$ cat src/rtl/jms_pkg.sv
`timescale 1ns / 1ps
// ----------------------------------------------------------------------------
// JPEG marker segmenter package
// Shared types, codes and the marker classification function.
// ----------------------------------------------------------------------------
package jms_pkg;

    // Parser phase, one-hot.
    typedef enum logic [10:0] {
        PH_SOI_HI  = 11'b000_0000_0001,
        PH_SOI_LO  = 11'b000_0000_0010,
        PH_MARK_HI = 11'b000_0000_0100,
        PH_MARK_LO = 11'b000_0000_1000,
        PH_LEN_HI  = 11'b000_0001_0000,
        PH_LEN_LO  = 11'b000_0010_0000,
        PH_PAYLOAD = 11'b000_0100_0000,
        PH_SCAN    = 11'b000_1000_0000,
        PH_SCAN_FF = 11'b001_0000_0000,
        PH_DONE    = 11'b010_0000_0000,
        PH_FAULT   = 11'b100_0000_0000
    } phase_t;

    // Marker classes. The first six are also the section codes on the output.
    typedef enum logic [3:0] {
        SEC_COM  = 4'd0,
        SEC_DHT  = 4'd1,
        SEC_DQT  = 4'd2,
        SEC_SOS  = 4'd3,
        SEC_SOF0 = 4'd4,
        SEC_APP  = 4'd5,
        SEC_SOI  = 4'd6,
        SEC_EOI  = 4'd7,
        SEC_NONE = 4'd8
    } sec_t;

    localparam logic [1:0] KIND_HEADER  = 2'd0;
    localparam logic [1:0] KIND_PAYLOAD = 2'd1;
    localparam logic [1:0] KIND_END     = 2'd2;
    localparam logic [1:0] KIND_ERROR   = 2'd3;

    localparam logic [2:0] ERR_NO_SOI      = 3'd0;
    localparam logic [2:0] ERR_UNKNOWN     = 3'd1;
    localparam logic [2:0] ERR_SECOND_SOI  = 3'd2;
    localparam logic [2:0] ERR_SHORT_LEN   = 3'd3;
    localparam logic [2:0] ERR_SCAN_MARKER = 3'd4;
    localparam logic [2:0] ERR_NONE        = 3'd0;

    localparam logic [15:0] MARKER_COM  = 16'hFFFE;
    localparam logic [15:0] MARKER_DHT  = 16'hFFC4;
    localparam logic [15:0] MARKER_DQT  = 16'hFFDB;
    localparam logic [15:0] MARKER_SOS  = 16'hFFDA;
    localparam logic [15:0] MARKER_SOF0 = 16'hFFC0;
    localparam logic [15:0] MARKER_SOI  = 16'hFFD8;
    localparam logic [15:0] MARKER_EOI  = 16'hFFD9;
    localparam logic [15:0] APP_FIRST   = 16'hFFE0;
    localparam logic [15:0] APP_LAST    = 16'hFFEF;
    localparam logic [7:0]  FILL_BYTE   = 8'hFF;
    localparam logic [15:0] STUFFED     = 16'hFF00;
    localparam logic [15:0] MIN_LENGTH  = 16'd2;

    // Parser state carried from one byte to the next.
    typedef struct packed {
        phase_t      phase;
        logic [7:0]  high_byte;
        logic [15:0] marker;
        logic [15:0] length;
        logic [15:0] bytes_left;
        logic [2:0]  section;
    } parse_state_t;

    // One result item plus its presence flag.
    typedef struct packed {
        logic        valid;
        logic [1:0]  kind;
        logic [2:0]  section;
        logic [15:0] marker_code;
        logic [15:0] seg_length;
        logic [7:0]  payload_byte;
        logic [2:0]  error_code;
    } result_t;

    function automatic sec_t classify(input logic [15:0] mk);
        sec_t sec;
        case (mk)
            MARKER_COM:  sec = SEC_COM;
            MARKER_DHT:  sec = SEC_DHT;
            MARKER_DQT:  sec = SEC_DQT;
            MARKER_SOS:  sec = SEC_SOS;
            MARKER_SOF0: sec = SEC_SOF0;
            MARKER_SOI:  sec = SEC_SOI;
            MARKER_EOI:  sec = SEC_EOI;
            default:     sec = (mk >= APP_FIRST && mk <= APP_LAST) ? SEC_APP : SEC_NONE;
        endcase
        return sec;
    endfunction

endpackage

$ cat src/rtl/jpeg_marker_segmenter.sv
`timescale 1ns / 1ps
// ----------------------------------------------------------------------------
// JPEG marker segmenter
// Splits a JPEG byte stream into marker segments, headers and payload bytes.
// ----------------------------------------------------------------------------
//
//   Channel   Dir   Handshake                    Payload
//   input     in    data_valid / data_stall      data_byte
//   result    out   result_valid / result_stall  kind, section, marker_code,
//                                                seg_length, payload_byte,
//                                                error_code
//
// One byte can be accepted every cycle while the result side does not stall.
// An accepted byte sits in the input register until the step logic updates
// the parser state and loads at most one result item into the output
// register, from which the result is offered. The input register
// advances whenever the output register is empty or is being taken in the
// same cycle, so a stall on the result side reaches data_stall in the same
// cycle.
// Reset returns the parser to the wait for the opening SOI marker and
// empties both registers. After end of image or an error, bytes are still
// accepted and dropped until reset.
//
module jpeg_marker_segmenter (
    input  logic        clk,
    input  logic        rst_n,
    input  logic        data_valid,
    output logic        data_stall,
    input  logic [7:0]  data_byte,
    output logic        result_valid,
    input  logic        result_stall,
    output logic [1:0]  kind,
    output logic [2:0]  section,
    output logic [15:0] marker_code,
    output logic [15:0] seg_length,
    output logic [7:0]  payload_byte,
    output logic [2:0]  error_code
);

    // Input register.
    logic       in_valid_reg;
    logic [7:0] in_byte_reg;

    // Parser state.
    jms_pkg::parse_state_t state_reg;
    jms_pkg::parse_state_t state_next;

    // Output register.
    jms_pkg::result_t result_next;
    logic             out_valid_reg;
    logic [1:0]       kind_reg;
    logic [2:0]       section_reg;
    logic [15:0]      marker_reg;
    logic [15:0]      length_reg;
    logic [7:0]       payload_reg;
    logic [2:0]       error_reg;

    logic advance;

    // The byte in the input register is processed when the output slot is
    // free now or frees up at this edge.
    assign advance    = in_valid_reg && (!out_valid_reg || !result_stall);
    assign data_stall = in_valid_reg && !advance;

    jms_step u_step (
        .state      (state_reg),
        .data_byte  (in_byte_reg),
        .state_next (state_next),
        .result     (result_next)
    );

    always_ff @(posedge clk or negedge rst_n)
    begin
        if (!rst_n)
        begin
            in_valid_reg <= 1'b0;
        end
        else if (!data_stall)
        begin
            in_valid_reg <= data_valid;
        end
    end

    always_ff @(posedge clk)
    begin
        if (data_valid && !data_stall)
        begin
            in_byte_reg <= data_byte;
        end
    end

    always_ff @(posedge clk or negedge rst_n)
    begin
        if (!rst_n)
        begin
            state_reg.phase      <= jms_pkg::PH_SOI_HI;
            state_reg.high_byte  <= 8'd0;
            state_reg.marker     <= 16'd0;
            state_reg.length     <= 16'd0;
            state_reg.bytes_left <= 16'd0;
            state_reg.section    <= 3'd0;
        end
        else if (advance)
        begin
            state_reg <= state_next;
        end
    end

    always_ff @(posedge clk or negedge rst_n)
    begin
        if (!rst_n)
        begin
            out_valid_reg <= 1'b0;
        end
        else if (advance)
        begin
            out_valid_reg <= result_next.valid;
        end
        else if (!result_stall)
        begin
            out_valid_reg <= 1'b0;
        end
    end

    always_ff @(posedge clk)
    begin
        if (advance && result_next.valid)
        begin
            kind_reg    <= result_next.kind;
            section_reg <= result_next.section;
            marker_reg  <= result_next.marker_code;
            length_reg  <= result_next.seg_length;
            payload_reg <= result_next.payload_byte;
            error_reg   <= result_next.error_code;
        end
    end

    assign result_valid = out_valid_reg;
    assign kind         = kind_reg;
    assign section      = section_reg;
    assign marker_code  = marker_reg;
    assign seg_length   = length_reg;
    assign payload_byte = payload_reg;
    assign error_code   = error_reg;

endmodule

$ cat src/rtl/jms_step.sv
`timescale 1ns / 1ps
// ----------------------------------------------------------------------------
// JPEG marker segmenter step logic
// Combinational next-state and result for one input byte.
// ----------------------------------------------------------------------------
module jms_step (
    input  jms_pkg::parse_state_t state,
    input  logic [7:0]            data_byte,
    output jms_pkg::parse_state_t state_next,
    output jms_pkg::result_t      result
);

    logic [15:0]   pair;
    logic [15:0]   mk;
    logic [2:0]    unknown_code;
    jms_pkg::sec_t sec;
    logic [15:0]   left_after;
    logic [15:0]   len_payload;

    assign pair         = {state.high_byte, data_byte};
    assign mk           = (state.phase == jms_pkg::PH_SCAN_FF) ?
                          {jms_pkg::FILL_BYTE, data_byte} : pair;
    assign unknown_code = (state.phase == jms_pkg::PH_SCAN_FF) ?
                          jms_pkg::ERR_SCAN_MARKER : jms_pkg::ERR_UNKNOWN;
    assign sec          = jms_pkg::classify(mk);
    assign left_after   = state.bytes_left - 16'd1;
    assign len_payload  = pair - jms_pkg::MIN_LENGTH;

    always_comb
    begin
        state_next          = state;
        result.valid        = 1'b0;
        result.kind         = jms_pkg::KIND_PAYLOAD;
        result.section      = state.section;
        result.marker_code  = state.marker;
        result.seg_length   = state.length;
        result.payload_byte = data_byte;
        result.error_code   = jms_pkg::ERR_NONE;

        case (state.phase)
            jms_pkg::PH_SOI_HI:
            begin
                state_next.high_byte = data_byte;
                state_next.phase     = jms_pkg::PH_SOI_LO;
            end
            jms_pkg::PH_MARK_HI:
            begin
                state_next.high_byte = data_byte;
                state_next.phase     = jms_pkg::PH_MARK_LO;
            end
            jms_pkg::PH_LEN_HI:
            begin
                state_next.high_byte = data_byte;
                state_next.phase     = jms_pkg::PH_LEN_LO;
            end
            jms_pkg::PH_SOI_LO:
            begin
                if (pair != jms_pkg::MARKER_SOI)
                begin
                    state_next.phase    = jms_pkg::PH_FAULT;
                    result.valid        = 1'b1;
                    result.kind         = jms_pkg::KIND_ERROR;
                    result.marker_code  = pair;
                    result.seg_length   = 16'd0;
                    result.payload_byte = 8'd0;
                    result.error_code   = jms_pkg::ERR_NO_SOI;
                end
                else
                begin
                    state_next.phase = jms_pkg::PH_MARK_HI;
                end
            end
            jms_pkg::PH_MARK_LO,
            jms_pkg::PH_SCAN_FF:
            begin
                if (state.phase == jms_pkg::PH_SCAN_FF && mk == jms_pkg::STUFFED)
                begin
                    // Stuffed zero after a fill byte: pass the fill byte on.
                    state_next.phase    = jms_pkg::PH_SCAN;
                    result.valid        = 1'b1;
                    result.payload_byte = jms_pkg::FILL_BYTE;
                end
                else if (sec == jms_pkg::SEC_NONE || sec == jms_pkg::SEC_SOI)
                begin
                    state_next.phase    = jms_pkg::PH_FAULT;
                    result.valid        = 1'b1;
                    result.kind         = jms_pkg::KIND_ERROR;
                    result.marker_code  = mk;
                    result.seg_length   = 16'd0;
                    result.payload_byte = 8'd0;
                    result.error_code   = (sec == jms_pkg::SEC_SOI) ?
                                          jms_pkg::ERR_SECOND_SOI : unknown_code;
                end
                else if (sec == jms_pkg::SEC_EOI)
                begin
                    state_next.phase    = jms_pkg::PH_DONE;
                    result.valid        = 1'b1;
                    result.kind         = jms_pkg::KIND_END;
                    result.section      = 3'd0;
                    result.marker_code  = mk;
                    result.seg_length   = 16'd0;
                    result.payload_byte = 8'd0;
                end
                else
                begin
                    state_next.marker  = mk;
                    state_next.section = sec[2:0];
                    state_next.phase   = jms_pkg::PH_LEN_HI;
                end
            end
            jms_pkg::PH_LEN_LO:
            begin
                result.valid        = 1'b1;
                result.seg_length   = pair;
                result.payload_byte = 8'd0;
                if (pair < jms_pkg::MIN_LENGTH)
                begin
                    state_next.phase  = jms_pkg::PH_FAULT;
                    result.kind       = jms_pkg::KIND_ERROR;
                    result.error_code = jms_pkg::ERR_SHORT_LEN;
                end
                else
                begin
                    result.kind           = jms_pkg::KIND_HEADER;
                    state_next.length     = pair;
                    state_next.bytes_left = len_payload;
                    if (len_payload == 16'd0)
                        state_next.phase = (state.section == jms_pkg::SEC_SOS[2:0]) ?
                                           jms_pkg::PH_SCAN : jms_pkg::PH_MARK_HI;
                    else
                        state_next.phase = jms_pkg::PH_PAYLOAD;
                end
            end
            jms_pkg::PH_PAYLOAD:
            begin
                result.valid          = 1'b1;
                state_next.bytes_left = left_after;
                if (left_after == 16'd0)
                    state_next.phase = (state.section == jms_pkg::SEC_SOS[2:0]) ?
                                       jms_pkg::PH_SCAN : jms_pkg::PH_MARK_HI;
            end
            jms_pkg::PH_SCAN:
            begin
                if (data_byte == jms_pkg::FILL_BYTE)
                    state_next.phase = jms_pkg::PH_SCAN_FF;
                else
                    result.valid = 1'b1;
            end
            default:
            begin
                // End of image or fault: bytes are dropped until reset.
                state_next = state;
            end
        endcase
    end

endmodule

$ cat config.mk
export PLATFORM = sky130hd
export DESIGN_NAME = jpeg_marker_segmenter
export DESIGN_NICKNAME = d
export VERILOG_FILES = /design/src/rtl/jms_pkg.sv /design/src/rtl/jpeg_marker_segmenter.sv /design/src/rtl/jms_step.sv
export SDC_FILE = /design/constraint.sdc
export NUM_CORES = 1
export LEC_CHECK = 0
export ABC_AREA = 1
export BUFFER_PORTS_ARGS = -buffer_cell sky130_fd_sc_hd__buf_2
export CAP_MARGIN = 25
export CORE_ASPECT_RATIO = 0.7
export CORE_MARGIN = 2
export CORE_UTILIZATION = 61
export DETAILED_ROUTE_END_ITERATION = 16
export GPL_TIMING_DRIVEN = 0
export PLACE_DENSITY_LB_ADDON = 0.08
export SLEW_MARGIN = 20
export SYNTH_ARGS = -nofsm -noshare
export SYNTH_HDL_FRONTEND = slang
export SYNTH_HIERARCHICAL = 1
export SYNTH_SLANG_ARGS = --single-unit
export TNS_END_PERCENT = 10
$ cat constraint.sdc
create_clock -name clk -period 5.7 [get_ports clk]
set_input_delay 0.285 -clock clk [delete_from_list [all_inputs] [get_ports clk]]
set_output_delay 0.285 -clock clk [all_outputs]
set_load 0.02 [all_outputs]
# ---- After elaboration in Yosys (flattened, before gate mapping)
# Index checks and enable logic that the tools add are counted.
dict set report op_classes {
  add_sub_neg 2
  n_lt_le_gt_ge 3
  eq_ne 27
  mux 38
  bitwise 4
  reduce_logical 24
}
# cell n
set ops {}
lappend ops {{$eq 16x16->1 const B} 8}
lappend ops {{$pmux 11 s8} 1}
lappend ops {{$pmux 27 s3} 1}
lappend ops {{$mux 11} 7}
lappend ops {{$pmux 16 s2} 2}
lappend ops {{$mux 46} 1}
lappend ops {{$mux 43} 1}
lappend ops {{$mux 40} 1}
lappend ops {{$mux 37} 1}
lappend ops {{$logic_not 16->1} 2}
lappend ops {{$mux 16} 2}
lappend ops {{$pmux 4 s7} 1}
lappend ops {{$mux 3} 8}
lappend ops {{$ge 16x16->1 const B} 1}
lappend ops {{$le 16x16->1 const B} 1}
lappend ops {{$lt 16x2->1 const B} 1}
lappend ops {{$mux 8} 2}
lappend ops {{$ne 16x16->1 const B} 1}
lappend ops {{$sub 16x1->16 const B} 1}
lappend ops {{$sub 16x2->16 const B} 1}
lappend ops {{$eq 11x1->1 const B} 1}
lappend ops {{$eq 11x2->1 const B} 1}
lappend ops {{$eq 11x3->1 const B} 1}
lappend ops {{$eq 11x4->1 const B} 1}
lappend ops {{other kinds (29)} 50}
dict set report word_totals {
  register_bits 128
  inputBits 12
  out_inout_bits 50
  elab_cells 113
}

# ---- Depth between registers and ports, before layout
dict set report depth {
  depth_word 12
  mapped_depth 16
  ltp_nobuf 15
}

# ---- By module
# The synthesis kept the hierarchy.
# mod instances cells_each area_each_um2 seq_area_each_um2
set modules_own_cells {}
lappend modules_own_cells {jpeg_marker_segmenter 1 372 4596.9 3484.6}
lappend modules_own_cells {jms_step 1 736 3636.0 0.0}

# ---- Worst setup path before layout
# No wires, ideal clock.
dict set report synth_path {
  path_kind {reg-to-reg}
  from {register state_reg[60] (netlist name)}
  to {register error_reg[0], in the netlist error_code[0], enable pin}
  setup_time_ns 0.454
  arrival_time_ns 3.666
  t_required_ns 5.246
  path_slack_ns 1.580
  path_stages_with_launch 13
  path_buffers 1
  period_less_slack_ns 4.120
  cell_sequence {dfrtp_1 nor2_4 inv_2 nor2_4 nand4_2 nand2_4 nand3_1 nand3_4 buf_2 nand2_1 nand4_1 inv_1 nor2_1}
}
# item line
set synth_rtl {}
lappend synth_rtl {{from (decl)} jpeg_marker_segmenter.sv:45} ;# jms_pkg::parse_state_t state_reg;
lappend synth_rtl {{from (signal assigned)} jpeg_marker_segmenter.sv:105} ;# state_reg <= state_next;
lappend synth_rtl {{to (signal assigned)} jpeg_marker_segmenter.sv:134} ;# error_reg <= result_next.error_code;
lappend synth_rtl {{to (decl)} jpeg_marker_segmenter.sv:56} ;# logic [2:0] error_reg;

==> flow_metrics.env <==
export IMPL_status="finished, final reports clean"
export IMPL_largest_reg_flops=70
export IMPL_ys_seq_area_frac=0.4233
export IMPL_fin_crit_ns=3.472
export IMPL_cts_hold_buf=1
export IMPL_core_um2=13180
export IMPL_die_w_um=142.9
export IMPL_detail_route_iter0_violations=1250
export IMPL_leakage_nw=4.711
export IMPL_yosysUniqueCellTypes=44
export IMPL_hold_path_class="input pin to flip-flop"
export IMPL_crit_required_ns=5.82
export IMPL_synth_most_common_cell="nand2_1"
export IMPL_detail_route_wl_per_cell_um=19.41
export IMPL_start_util=0.6246
export IMPL_slew_violations=0
export IMPL_core_rowCount=35
export IMPL_p_comb_frac=0.046
export IMPL_cts_setup_buffers=0
export IMPL_crit_type="flip-flop to flip-flop"
export IMPL_setup_viol=0
export IMPL_yosys_top_cells_count="nand2_1, nand3_1, inv_1"
export IMPL_yosysWarnings=6
export IMPL_syn_cell_area_um2=8233
export IMPL_power_switching_mw=0.5279
export IMPL_clkTransAtPathRegs_ns=0.06
export IMPL_whs_path_depth=1
export IMPL_p_per_area_nw_per_um2=238.4
export IMPL_postSynthCellCount=1108
export IMPL_ys_async_sr_fraction=0.5625
export IMPL_antenna_cells=0
export IMPL_cp_end_kind="flip-flop"
export IMPL_irDropWorstVdd_mv=0.1987
export IMPL_layout_nets=1206
export IMPL_seqPwrFrac=0.428
export IMPL_finalCritPeriodShare=0.6091
export IMPL_tns_ns=0
export IMPL_ff2ff_path_depth=12
export IMPL_grt_max_degree=39
export IMPL_synth_area_leaders="dfrtp_1, edfxtp_1, nand2_1"
export IMPL_numCtsBuffers=17
export IMPL_slew_headroom=0.5120
export IMPL_timing_max_cap_violations=0
export IMPL_grt_pass1_vias=7562
export IMPL_route_detailed_drc=0
export IMPL_ctsResizeCount=0
export IMPL_cts_tree="built"
export IMPL_pin_count=62
export IMPL_dieArea_um2=14460
export IMPL_hold_violations=0
export IMPL_clk_latency_ns=0.43
export IMPL_area_delta_synth_final_pct=14.92
export IMPL_ant_nets=0
export IMPL_fmax_mhz=288.0
export IMPL_clock_skew_ns=0.01122
export IMPL_worstMarginPinSlew_ns=0.7320
export IMPL_drt_pass1_iterations=6
export IMPL_cts_sinks=128
export IMPL_dp_final_hpwl_um=19470
export IMPL_synth_top_area_frac=0.2158
export IMPL_ys_flop_type="dfrtp_1"
export IMPL_p_int_mw=1.728
export IMPL_syn_num_nets=1123
export IMPL_via_count=8460
export IMPL_regArea_um2=3485
export IMPL_total_power_mw=2.256
export IMPL_multi_input_area_um2=3916
export IMPL_numPortBuffers=61
export IMPL_synth_seq_cells=128
export IMPL_grt_ovfl_total=0
export IMPL_rsz0062_at_grt="false"
export IMPL_clockPowerShare=0.527
export IMPL_yosysTopAreaCell="dfrtp_1"
export IMPL_setup_worst_path_start_class="flip-flop"
export IMPL_drive_gt1_frac=0.1694
export IMPL_synth_edf_count=56
export IMPL_antenna_found_initial=0
export IMPL_nFillCells=1039
export IMPL_grt_first_pass_wirelength_um=42570
export IMPL_crit_fanout=30
export IMPL_dieHeight_um=101.2
export IMPL_gp_congestion=1.040
export IMPL_htree_levels=4
export IMPL_cts_root_buf="clkbuf_16"
export IMPL_grt_util_all_layers=0.3924
export IMPL_wl_um=26960
export IMPL_cp_arrival_ns=3.59
export IMPL_synth_avg_cell_area_um2=7.430
export IMPL_vias_per_cell=6.091
export IMPL_p_sw_frac=0.2340
export IMPL_clock_path_buffers=2
## layout make-up
cell class | instances | area share
Timing Repair Buffer | 64 | 0.03782
Inverter | 117 | 0.04668
Clock buffer | 18 | 0.04536
Sequential cell | 128 | 0.3683
Clock inverter | 14 | 0.02142
Multi-Input combinational cell | 805 | 0.4139
Tap cell | 185 | 0.02446
Buffer | 58 | 0.04205
## power by group through the flow
stage | Clock (mW) | Combinational [mW] | Sequential (mW)
finish | 1.19 | 0.103 | 0.965
global route | 1.23 | 0.108 | 0.965
CTS | 1.19 | 0.0985 | 0.965
detailed placement | 0 | 0.0972 | 0.983
global placement | 0 | 0.0953 | 0.983
floorplan | 0 | 0.0519 | 0.983
## through the flow
step | area [um2] | std cells | utilization | hold WS (ns) | worst slack [ns]
2_1_floorplan | 8233 | 1108 | - | -0.01059 | 1.580
6_report | 9462 | 1389 | 0.7178 | 0.03700 | 2.228
3_5_place_dp | 8820 | 1356 | 0.6691 | 0.2868 | 2.408
4_1_cts | 9462 | 1389 | 0.7178 | 0.03553 | 2.364
5_1_grt | 9462 | 1389 | 0.7178 | 0.03057 | 2.114
3_3_place_gp | 8770 | 1354 | 0.6653 | 0.4482 | 0.2352
## placed cells by master, fill, tap and decap left out, drive strengths merged, types with 22 or more instances in the layout
| master | count |
|---|---|
| o21ai | 57 |
| inv | 121 |
| dfrtp | 71 |
| a22oi | 22 |
| nand3 | 157 |
| edfxtp | 56 |
| nand4 | 25 |
| nor2 | 85 |
| nand2 | 379 |
| buf | 116 |
| clkbuf | 23 |
## logic make-up (layout without fill, tap and decap cells)
group | count (synthesis) | after routing | share of synthesized area
buffers and inverters | 175 | 271 | 0.1020
adder cells (fa/ha/maj) | 3 | 3 | 0.004560
XOR/XNOR | 3 | 3 | 0.003192
flip-flops | 128 | 128 | 0.4233
AO/OA/AOI/OAI | 131 | 131 | 0.1044
AND/OR/NAND/NOR | 668 | 668 | 0.3626
## final timing paths
| kind | slack [ns] | from | endpoint |
|---|---|---|---|
| worst max-delay path | 2.23 | state_reg[66] | seg_length[1] |
| worst min-delay path | 0.04 | data_byte[1] | in_byte_reg[1] |
| worst max register to register | 2.23 | state_reg[66] | seg_length[1] |
| worst min register to register | 0.47 | state_reg[55] | state_reg[55] |
| max in group asynchronous | 4.73 | rst_n | state_reg[33] |
| min in group asynchronous | 0.37 | rst_n | state_reg[7] |
## worst max-delay path, cell delays in order (launching register included)
cell and delay, ns:
dfrtp_1 0.45, nor2_2 0.20, nand2_2 0.11, nor2_2 0.17
inv_1 0.05, nor2_1 0.39, inv_1 0.23, nor2_2 0.37
inv_1 0.11, nand4_1 0.11, inv_1 0.11, nor2_4 0.55
buf_12 0.28
## layer usage
layer,GRT usage,share of wire,vias to the layer above
li1,-,-,3861
met1,0.5850,0.42,3845
met2,0.5484,0.40,678
met3,0.1191,0.15,76
met4,0.1257,0.027,0
met5,0,0,-
(Power assumes the default switching activity.)
